## config.mk

```make
export PLATFORM = sky130hd
export DESIGN_NAME = filled_circle_span_generator
export DESIGN_NICKNAME = d
export VERILOG_FILES = /design/src/rtl/fcsg_pkg.sv /design/src/rtl/fcsg_span_clip.sv /design/src/rtl/filled_circle_span_generator.sv
export SDC_FILE = /design/constraint.sdc
export NUM_CORES = 1
export LEC_CHECK = 0
export ABC_AREA = 0
export BUFFER_PORTS_ARGS = -buffer_cell sky130_fd_sc_hd__buf_2
export CORE_MARGIN = 3
export CORE_UTILIZATION = 28
export DETAILED_ROUTE_END_ITERATION = 8
export SLEW_MARGIN = 10
export SYNTH_ARGS = -nofsm -noshare
export SYNTH_HDL_FRONTEND = slang
export SYNTH_SLANG_ARGS = --single-unit
```

## constraint.sdc

```tcl
create_clock -name i_clk -period 10.51 [get_ports i_clk]
set_clock_uncertainty 0.05 [all_clocks]
set_input_delay 0.5255 -clock i_clk [delete_from_list [all_inputs] [get_ports i_clk]]
set_output_delay 0.5255 -clock i_clk [all_outputs]
set_load 0.01 [all_outputs]
```

## src/rtl/fcsg_pkg.sv

```systemverilog
package fcsg_pkg;

    localparam int COORD_BITS_DEF = 12;

    localparam int DIM_W  = 13;
    localparam int KEY_W  = 32;
    localparam int CTR_W  = 16;
    localparam int RAD_W  = 16;
    localparam int COL_W  = 32;
    localparam int STEP_W = 17;
    localparam int DEC_W  = 20;
    localparam int POS_W  = 19;

    localparam int CFG_DATA_W = 32;
    localparam int CFG_ADDR_W = 4;

    localparam logic [DIM_W-1:0] SCREEN_WIDTH_RST  = 13'd1024;
    localparam logic [DIM_W-1:0] SCREEN_HEIGHT_RST = 13'd768;
    localparam logic [KEY_W-1:0] TRANSPARENT_KEY_RST = '0;

    typedef enum logic [1:0] {
        REG_SCREEN_WIDTH    = 2'd0,
        REG_SCREEN_HEIGHT   = 2'd1,
        REG_TRANSPARENT_KEY = 2'd2
    } t_reg_idx;

    typedef enum logic {
        KIND_START = 1'b0,
        KIND_STEP  = 1'b1
    } t_kind;

    typedef enum logic [1:0] {
        SPAN_ROW_POS_Y = 2'd0,
        SPAN_ROW_NEG_Y = 2'd1,
        SPAN_ROW_POS_X = 2'd2,
        SPAN_ROW_NEG_X = 2'd3
    } t_span_sel;

endpackage

```

## src/rtl/fcsg_span_clip.sv

```systemverilog
module fcsg_span_clip #(
    parameter int COORD_BITS = fcsg_pkg::COORD_BITS_DEF
) (
    input  logic signed [fcsg_pkg::POS_W-1:0] i_row,
    input  logic signed [fcsg_pkg::POS_W-1:0] i_left,
    input  logic signed [fcsg_pkg::POS_W-1:0] i_right,
    input  logic        [fcsg_pkg::DIM_W-1:0] i_width,
    input  logic        [fcsg_pkg::DIM_W-1:0] i_height,
    input  logic        [fcsg_pkg::COL_W-1:0] i_color,
    input  logic        [fcsg_pkg::KEY_W-1:0] i_key,
    output logic        [COORD_BITS-1:0]      o_row,
    output logic        [COORD_BITS-1:0]      o_first,
    output logic        [COORD_BITS-1:0]      o_final,
    output logic                              o_visible
);

    localparam int PW = fcsg_pkg::POS_W;
    localparam logic signed [PW-1:0] LIM = PW'(1) << COORD_BITS;
    localparam logic signed [PW-1:0] ONE = PW'(1);

    logic signed [PW-1:0] w_ext;
    logic signed [PW-1:0] h_ext;
    logic signed [PW-1:0] w_eff;
    logic signed [PW-1:0] h_eff;
    logic signed [PW-1:0] w_last;
    logic signed [PW-1:0] first;
    logic signed [PW-1:0] final_col;
    logic                 vis;

    always_comb begin
        w_ext = $signed(PW'(i_width));
        h_ext = $signed(PW'(i_height));
        w_eff = (w_ext > LIM) ? LIM : w_ext;
        h_eff = (h_ext > LIM) ? LIM : h_ext;
        w_last = w_eff - ONE;
        first = (i_left < 0) ? '0 : i_left;
        final_col = (i_right > w_last) ? w_last : i_right;
        vis = (i_row >= 0) && (i_row < h_eff) && (first <= final_col) && (i_color != i_key);
        o_visible = vis;
        o_row   = vis ? i_row[COORD_BITS-1:0]     : '0;
        o_first = vis ? first[COORD_BITS-1:0]     : '0;
        o_final = vis ? final_col[COORD_BITS-1:0] : '0;
    end

endmodule

```

## src/rtl/filled_circle_span_generator.sv

```systemverilog
// Filled circle span generator. A start item (tuser 0) loads center, radius and colour and
// gives no spans. Each step item (tuser 1) of an active circle gives four spans, one per cycle
// unless m_axis_tready holds the output, since the single result port carries one span at a time;
// the next item is taken in the cycle the fourth span moves into the output register.
// The midpoint state advances when the step item is accepted and each span is clipped against
// the screen size and colour key between the span register and the output register. tlast
// marks the final span of a circle; tuser on the output is the visible flag.
module filled_circle_span_generator #(
    parameter int COORD_BITS = fcsg_pkg::COORD_BITS_DEF
) (
    input  logic                                  i_clk,
    input  logic                                  i_rst_n,
    input  logic                                  psel,
    input  logic                                  penable,
    input  logic                                  pwrite,
    input  logic [fcsg_pkg::CFG_ADDR_W-1:0]       paddr,
    input  logic [fcsg_pkg::CFG_DATA_W-1:0]       pwdata,
    output logic [fcsg_pkg::CFG_DATA_W-1:0]       prdata,
    output logic                                  pready,
    input  logic                                  s_axis_tvalid,
    output logic                                  s_axis_tready,
    // center_x, center_y, radius, fill_color
    input  logic [79:0]                           s_axis_tdata,
    // kind
    input  logic                                  s_axis_tuser,
    output logic                                  m_axis_tvalid,
    input  logic                                  m_axis_tready,
    // span_row, span_first, span_final, span_color, zero fill
    output logic [((3*COORD_BITS+32+7)/8)*8-1:0]  m_axis_tdata,
    // visible
    output logic                                  m_axis_tuser,
    output logic                                  m_axis_tlast
);

    localparam int PW     = fcsg_pkg::POS_W;
    localparam int SW     = fcsg_pkg::STEP_W;
    localparam int DW     = fcsg_pkg::DEC_W;
    localparam int OUT_W  = 3*COORD_BITS + fcsg_pkg::COL_W;
    localparam int OUT_TW = ((OUT_W+7)/8)*8;

    // configuration
    logic [fcsg_pkg::DIM_W-1:0] r_width;
    logic [fcsg_pkg::DIM_W-1:0] r_height;
    logic [fcsg_pkg::KEY_W-1:0] r_key;
    logic                       cfg_wr;
    fcsg_pkg::t_reg_idx         cfg_idx;

    assign pready  = 1'b1;
    assign cfg_wr  = psel && penable && pwrite && pready;
    assign cfg_idx = fcsg_pkg::t_reg_idx'(paddr[3:2]);

    always_comb begin
        case (cfg_idx)
            fcsg_pkg::REG_SCREEN_WIDTH:    prdata = fcsg_pkg::CFG_DATA_W'(r_width);
            fcsg_pkg::REG_SCREEN_HEIGHT:   prdata = fcsg_pkg::CFG_DATA_W'(r_height);
            fcsg_pkg::REG_TRANSPARENT_KEY: prdata = r_key;
            default:                       prdata = '0;
        endcase
    end

    always_ff @(posedge i_clk) begin
        if (!i_rst_n) begin
            r_width  <= fcsg_pkg::SCREEN_WIDTH_RST;
            r_height <= fcsg_pkg::SCREEN_HEIGHT_RST;
            r_key    <= fcsg_pkg::TRANSPARENT_KEY_RST;
        end else if (cfg_wr) begin
            case (cfg_idx)
                fcsg_pkg::REG_SCREEN_WIDTH:    r_width  <= pwdata[fcsg_pkg::DIM_W-1:0];
                fcsg_pkg::REG_SCREEN_HEIGHT:   r_height <= pwdata[fcsg_pkg::DIM_W-1:0];
                fcsg_pkg::REG_TRANSPARENT_KEY: r_key    <= pwdata;
                default: ;
            endcase
        end
    end

    // input fields
    logic [fcsg_pkg::CTR_W-1:0] in_cx;
    logic [fcsg_pkg::CTR_W-1:0] in_cy;
    logic [fcsg_pkg::RAD_W-1:0] in_rad;
    logic [fcsg_pkg::COL_W-1:0] in_col;
    fcsg_pkg::t_kind            in_kind;

    assign in_cx   = s_axis_tdata[15:0];
    assign in_cy   = s_axis_tdata[31:16];
    assign in_rad  = s_axis_tdata[47:32];
    assign in_col  = s_axis_tdata[79:48];
    assign in_kind = fcsg_pkg::t_kind'(s_axis_tuser);

    // midpoint state
    logic signed [SW-1:0]        r_step_x, n_step_x;
    logic signed [SW-1:0]        r_step_y, n_step_y;
    logic signed [DW-1:0]        r_dec, n_dec;
    logic [fcsg_pkg::CTR_W-1:0]  r_cx, n_cx;
    logic [fcsg_pkg::CTR_W-1:0]  r_cy, n_cy;
    logic [fcsg_pkg::COL_W-1:0]  r_col, n_col;
    logic                        r_active, n_active;

    // span job
    logic                        r_job_valid, n_job_valid;
    fcsg_pkg::t_span_sel         r_job_idx, n_job_idx;
    logic signed [SW-1:0]        r_job_x, n_job_x;
    logic signed [SW-1:0]        r_job_y, n_job_y;
    logic [fcsg_pkg::CTR_W-1:0]  r_job_cx, n_job_cx;
    logic [fcsg_pkg::CTR_W-1:0]  r_job_cy, n_job_cy;
    logic [fcsg_pkg::COL_W-1:0]  r_job_col, n_job_col;
    logic                        r_job_done, n_job_done;

    // output register
    logic                        r_out_valid, n_out_valid;
    logic [COORD_BITS-1:0]       r_out_row, n_out_row;
    logic [COORD_BITS-1:0]       r_out_first, n_out_first;
    logic [COORD_BITS-1:0]       r_out_final, n_out_final;
    logic [fcsg_pkg::COL_W-1:0]  r_out_col, n_out_col;
    logic                        r_out_vis, n_out_vis;
    logic                        r_out_last, n_out_last;

    logic                        out_adv;
    logic                        job_finish;
    logic                        in_acc;
    logic signed [SW-1:0]        nx_y;
    logic signed [SW-1:0]        nx_x;
    logic signed [SW-1:0]        diff_xy;

    logic signed [PW-1:0]        span_row;
    logic signed [PW-1:0]        span_left;
    logic signed [PW-1:0]        span_right;
    logic signed [PW-1:0]        ex_cx, ex_cy, ex_x, ex_y;
    logic [COORD_BITS-1:0]       clip_row, clip_first, clip_final;
    logic                        clip_vis;

    assign out_adv       = !r_out_valid || m_axis_tready;
    assign job_finish    = r_job_valid && out_adv && (r_job_idx == fcsg_pkg::SPAN_ROW_NEG_X);
    assign s_axis_tready = !r_job_valid || job_finish;
    assign in_acc        = s_axis_tvalid && s_axis_tready;

    // state advance on accept
    always_comb begin
        n_step_x = r_step_x;
        n_step_y = r_step_y;
        n_dec    = r_dec;
        n_cx     = r_cx;
        n_cy     = r_cy;
        n_col    = r_col;
        n_active = r_active;
        nx_y     = r_step_y;
        nx_x     = r_step_x + SW'(1);
        diff_xy  = r_step_x - r_step_y;
        if (in_acc && in_kind == fcsg_pkg::KIND_START) begin
            n_cx     = in_cx;
            n_cy     = in_cy;
            n_col    = in_col;
            n_step_x = '0;
            n_step_y = $signed(SW'(in_rad));
            n_dec    = $signed(DW'(3)) - $signed({3'b000, in_rad, 1'b0});
            n_active = 1'b1;
        end else if (in_acc && r_active) begin
            if (r_dec < 0) begin
                n_dec = r_dec + $signed({{(DW-SW-2){r_step_x[SW-1]}}, r_step_x, 2'b00})
                        + $signed(DW'(6));
            end else begin
                n_dec = r_dec + $signed({{(DW-SW-2){diff_xy[SW-1]}}, diff_xy, 2'b00})
                        + $signed(DW'(10));
                nx_y  = r_step_y - SW'(1);
            end
            n_step_x = nx_x;
            n_step_y = nx_y;
            if (nx_x > nx_y) begin
                n_active = 1'b0;
            end
        end
    end

    // span job control
    always_comb begin
        n_job_valid = r_job_valid;
        n_job_idx   = r_job_idx;
        n_job_x     = r_job_x;
        n_job_y     = r_job_y;
        n_job_cx    = r_job_cx;
        n_job_cy    = r_job_cy;
        n_job_col   = r_job_col;
        n_job_done  = r_job_done;
        if (r_job_valid && out_adv) begin
            if (r_job_idx == fcsg_pkg::SPAN_ROW_NEG_X) begin
                n_job_valid = 1'b0;
                n_job_idx   = fcsg_pkg::SPAN_ROW_POS_Y;
            end else begin
                n_job_idx = fcsg_pkg::t_span_sel'(r_job_idx + 2'd1);
            end
        end
        if (in_acc && in_kind == fcsg_pkg::KIND_STEP && r_active) begin
            n_job_valid = 1'b1;
            n_job_idx   = fcsg_pkg::SPAN_ROW_POS_Y;
            n_job_x     = r_step_x;
            n_job_y     = r_step_y;
            n_job_cx    = r_cx;
            n_job_cy    = r_cy;
            n_job_col   = r_col;
            n_job_done  = (nx_x > nx_y);
        end
    end

    // span selection
    always_comb begin
        ex_cx = $signed(PW'(r_job_cx));
        ex_cy = $signed(PW'(r_job_cy));
        ex_x  = $signed({{(PW-SW){r_job_x[SW-1]}}, r_job_x});
        ex_y  = $signed({{(PW-SW){r_job_y[SW-1]}}, r_job_y});
        case (r_job_idx)
            fcsg_pkg::SPAN_ROW_POS_Y: begin
                span_row   = ex_cy + ex_y;
                span_left  = ex_cx - ex_x;
                span_right = ex_cx + ex_x;
            end
            fcsg_pkg::SPAN_ROW_NEG_Y: begin
                span_row   = ex_cy - ex_y;
                span_left  = ex_cx - ex_x;
                span_right = ex_cx + ex_x;
            end
            fcsg_pkg::SPAN_ROW_POS_X: begin
                span_row   = ex_cy + ex_x;
                span_left  = ex_cx - ex_y;
                span_right = ex_cx + ex_y;
            end
            fcsg_pkg::SPAN_ROW_NEG_X: begin
                span_row   = ex_cy - ex_x;
                span_left  = ex_cx - ex_y;
                span_right = ex_cx + ex_y;
            end
            default: begin
                span_row   = '0;
                span_left  = '0;
                span_right = '0;
            end
        endcase
    end

    fcsg_span_clip #(
        .COORD_BITS (COORD_BITS)
    ) u_clip (
        .i_row     (span_row),
        .i_left    (span_left),
        .i_right   (span_right),
        .i_width   (r_width),
        .i_height  (r_height),
        .i_color   (r_job_col),
        .i_key     (r_key),
        .o_row     (clip_row),
        .o_first   (clip_first),
        .o_final   (clip_final),
        .o_visible (clip_vis)
    );

    // output register
    always_comb begin
        n_out_valid = r_out_valid;
        n_out_row   = r_out_row;
        n_out_first = r_out_first;
        n_out_final = r_out_final;
        n_out_col   = r_out_col;
        n_out_vis   = r_out_vis;
        n_out_last  = r_out_last;
        if (out_adv) begin
            n_out_valid = r_job_valid;
            n_out_row   = clip_row;
            n_out_first = clip_first;
            n_out_final = clip_final;
            n_out_col   = r_job_col;
            n_out_vis   = clip_vis;
            n_out_last  = r_job_done && (r_job_idx == fcsg_pkg::SPAN_ROW_NEG_X);
        end
    end

    always_ff @(posedge i_clk) begin
        if (!i_rst_n) begin
            r_step_x    <= '0;
            r_step_y    <= '0;
            r_dec       <= '0;
            r_cx        <= '0;
            r_cy        <= '0;
            r_col       <= '0;
            r_active    <= 1'b0;
            r_job_valid <= 1'b0;
            r_job_idx   <= fcsg_pkg::SPAN_ROW_POS_Y;
            r_out_valid <= 1'b0;
            r_out_last  <= 1'b0;
            r_out_vis   <= 1'b0;
        end else begin
            r_step_x    <= n_step_x;
            r_step_y    <= n_step_y;
            r_dec       <= n_dec;
            r_cx        <= n_cx;
            r_cy        <= n_cy;
            r_col       <= n_col;
            r_active    <= n_active;
            r_job_valid <= n_job_valid;
            r_job_idx   <= n_job_idx;
            r_out_valid <= n_out_valid;
            r_out_last  <= n_out_last;
            r_out_vis   <= n_out_vis;
        end
    end

    always_ff @(posedge i_clk) begin
        r_job_x     <= n_job_x;
        r_job_y     <= n_job_y;
        r_job_cx    <= n_job_cx;
        r_job_cy    <= n_job_cy;
        r_job_col   <= n_job_col;
        r_job_done  <= n_job_done;
        r_out_row   <= n_out_row;
        r_out_first <= n_out_first;
        r_out_final <= n_out_final;
        r_out_col   <= n_out_col;
    end

    assign m_axis_tvalid = r_out_valid;
    assign m_axis_tdata  = OUT_TW'({r_out_col, r_out_final, r_out_first, r_out_row});
    assign m_axis_tuser  = r_out_vis;
    assign m_axis_tlast  = r_out_last;

    a_active_order: assert property (@(posedge i_clk) disable iff (!i_rst_n)
        r_active |-> (r_step_x <= r_step_y))
        else $error("midpoint x passed y while circle active");

    a_idle_idx: assert property (@(posedge i_clk) disable iff (!i_rst_n)
        !r_job_valid |-> (r_job_idx == fcsg_pkg::SPAN_ROW_POS_Y))
        else $error("span index moved without a job");

    a_hidden_zero: assert property (@(posedge i_clk) disable iff (!i_rst_n)
        (r_out_valid && !r_out_vis) |-> (r_out_row == '0 && r_out_first == '0
                                         && r_out_final == '0))
        else $error("invisible span carries coordinates");

    a_vis_order: assert property (@(posedge i_clk) disable iff (!i_rst_n)
        (r_out_valid && r_out_vis) |-> (r_out_first <= r_out_final))
        else $error("visible span is empty");

endmodule

```

==> results by group <==
Outcome
  – Status: finished, final reports clean

Worst setup path
  – CP Launch Point: r_job_idx[0]$_SDFFE_PP0P_
  – CP delay by family, top: compound AO/OA/AOI/OAI gates
  – CP max stage cell: nand4_4
  – CP startpoint kind: register
  – CP Class: register to register
  – Worst path max stage delay: approximately 0.52 ns
  – Reg-to-Reg Start: r_job_idx[0]$_SDFFE_PP0P_
  – Most Frequent Cell on Critical Path: ha_1
  – Critical Path Fanout Max: 36
  – Critical Path Sink Type: register
  – CP arrival: around 9.5 ns
  – Critical Path RT: 10.84 ns
  – CP bufs+invs: 3

Logic synthesis
  – Synth Flop Type: dfxtp_1
  – Share of flip-flops with an asynchronous set or reset: 0%
  – Unique cell type count in the Yosys netlist: 82
  – Synthesized flop and latch total: 349
  – Avg Cell Area, Syn: 9.02 sq um
  – Post-synth top area cell: edfxtp_1
  – Post-Synthesis Cells: about 2,500
  – Post-synth EDFFs: 167
  – Post-Syn Area: 22,900 sq um
  – Synth top area share: 21.9%
  – Yosys warnings: 0
  – Seq/Total Area, Yosys: 37.9%
  – Largest cells by area after synthesis: edfxtp_1 (22%), dfxtp_1 (16%), ha_1 (13%), nand2_1 (6.4%), xnor2_1 (6.0%)

Timing
  – Unrepaired setup endpoints after global routing: no
  – Clock period minus worst slack: 9.15 ns
  – Final Slew Violations: 0
  – Measured slew at the worst slew-check pin: ~1.0 ns
  – Max Fclk: 109 MHz
  – Worst slew margin: 31.2%
  – Setup TNS: 0 ns
  – Final period util: 87.1%
  – Final setup vio count: 0
  – Final hold vios: 0

Drt
  – Initial DRC count: 1,303
  – Final WL: roughly 68,000 um
  – DRT Pass-1 Iters: 7
  – Vias: 18,826
  – Via/cell ratio: 4.94
  – Routed wire per std cell: 17.8 um
  – Antenna Violating Nets Remaining: 0
  – Final routed DRC violation total: 0

Floorplan
  – Initial Util: 28.3%
  – Die area: about 85,000 sq um
  – FP Rows: 104
  – Die Wd: 292 um
  – CORE AREA: roughly 81,000 sq um
  – Die H: 292 um
  – I/O Pins: 233

Cells and area
  – Final instance area: between 20,000 and 30,000 sq um
  – Commonest non-fill, non-tap cell in the layout: nand2_1
  – Final layout net count: 3,073
  – Commonest non-fill, non-tap cells in the layout: nand2_1 (389), ha_1 (230), buf_2 (224)
  – Area Overhead vs Synth: 15.8%
  – Layout cells sized above 1: 13.4%

Global route
  – Vias in the first global route: 17,741
  – Initial antenna violation count: 6
  – Largest net degree at the start of global routing: 103
  – GRT Overall Usage: between 15 and 20%
  – Gr ovfl total: 0
  – Global-route wire length before repair: 104,000 um

Place
  – Placed instance area: 25,000 sq um
  – GP Congestion: ~0.9
  – IO buf count: 225
  – DP HPWL: roughly 52,000 um

Hold path
  – HP Class: input pin to register
  – Origin of the worst min-delay path: pwdata[23]

Clock tree
  – Post-CTS Hold Buffers: 0
  – Worst-skew pair later-pin latency: 0.58 ns
  – Total CTS buffers: 41
  – CTS tree: yes
  – CTS root buffer: clkbuf_16
  – Clock Sinks: 349
  – Cts repair resizes: 0
  – Post-CTS setup buffers: 0
  – Worst-path clk slew: 0.06 ns
  – CTS H-tree lvls: 2
  – CTS max path bufs: 3

Pwr
  – VDD IR-drop max: just under 90 uV
  – Static Leak: 0.0106 uW
  – Power Dens Cells: approximately 140 nW/um^2

Job
  – Max-Cap Viols: 0
registers in the layout, summed over array words and instances, names as in the netlist, 2 cells and up:
register     cells
r_col           32
r_job_col       32
r_key           32
r_out_col       32
r_dec           19
r_job_x         17
r_job_y         17
r_step_x        17
r_step_y        17
r_cx            16
r_cy            16
r_job_cx        16
r_job_cy        16
r_height        13
r_width         13
r_out_final     12
r_out_first     12
r_out_row       12
r_job_idx        2
through the flow:
stage	util [%]	std cells	hold WS [ns]	setup slack (ns)	power, uW
3_5_place_dp	31.0	3730	0.364	1.44	2210
6_report	32.8	3809	0.163	1.36	3690
5_1_grt	32.8	3808	0.153	0.434	3870
2_1_floorplan	-	2537	0.356	2.49	2010
3_3_place_gp	31.0	3730	0.361	1.67	2200
4_1_cts	32.8	3806	0.130	1.38	3720
report_power, final:
| group | switching [uW] | internal, uW |
|---|---|---|
| combinational | 400 | 280 |
| sequential | 41.0 | 1460 |
| clock | 601 | 901 |
kinds of logic after synthesis:
| kind of cell | Yosys count | synth area share [%] |
|---|---|---|
| buffers and inverters | 206 | 3.56 |
| AO/OA/AOI/OAI | 576 | 17.0 |
| XOR/XNOR | 204 | 7.81 |
| adder cells (fa/ha/maj) | 236 | 13.1 |
| AND/OR/NAND/NOR | 925 | 19.0 |
| flip-flops | 349 | 37.9 |
| multiplexers | 36 | 1.67 |
| other | 2 | 0.0328 |
worst reg2reg max path, delay by kind of cell (launching register included):
kind            cells  cell delay (ns)
compound gates     16             3.68
simple gates       12             2.65
fa+ha+maj           5             1.51
buf+inv             3             0.51
flops               1             0.41
xor+xnor            1             0.15
synthesized netlist by cell type, types with 7 or more instances:
| master | count |
|---|---|
| nand4_1 | 31 |
| o21ai_0 | 102 |
| o21a_1 | 22 |
| a21oi_1 | 116 |
| o31ai_1 | 18 |
| xor2_1 | 47 |
| nand2b_1 | 22 |
| nand3_1 | 44 |
| o211ai_1 | 23 |
| or3_1 | 33 |
| mux2_2 | 17 |
| o22ai_1 | 7 |
| or4_1 | 7 |
| edfxtp_1 | 167 |
| and3_1 | 22 |
| nand2_1 | 389 |
| and2_1 | 33 |
| dfxtp_1 | 182 |
| o221ai_1 | 7 |
| nor2b_1 | 34 |
| nor3_2 | 15 |
| a211oi_1 | 21 |
| mux2i_1 | 19 |
| a22oi_1 | 10 |
| a21o_1 | 34 |
| xnor2_1 | 157 |
| inv_1 | 92 |
| a21boi_0 | 132 |
| ha_1 | 230 |
| nor3_1 | 49 |
| buf_1 | 10 |
| o21bai_1 | 8 |
| clkbuf_1 | 90 |
| a31oi_1 | 12 |
| nor2_1 | 200 |
| nor4_1 | 17 |
per-layer routing:
layer	part of all wire, %	GRT usage (%)
met1	48	22.0
met2	45	24.8
met3	4.7	1.74
met4	2.4	4.09
met5	0.050	0
worst paths after layout:
| path | to | slack (ns) | cells after the start |
|---|---|---|---|
| max | r_out_first[7]$_SDFFCE_PN0N_ | 1.36 | 37 |
| max reg2reg | r_out_first[7]$_SDFFCE_PN0N_ | 1.36 | 37 |
| min | r_key[23]$_SDFFE_PN0P_ | 0.16 | 3 |
| min reg2reg | r_job_col[16]$_DFFE_PP_ | 0.36 | 0 |
area by class of cell:
type                            instances  area, sq um
Antenna cell                            3         7.51
Inverter                               93          353
Sequential cell                       349         8660
Fill cell                            8399        54200
Tap cell                             1060         1330
Multi-Input combinational cell       1982        13400
Clock buffer                           52         1140
Clock inverter                         24          283
Timing Repair Buffer                  246         1290
Power figures use the tool's default switching activity.
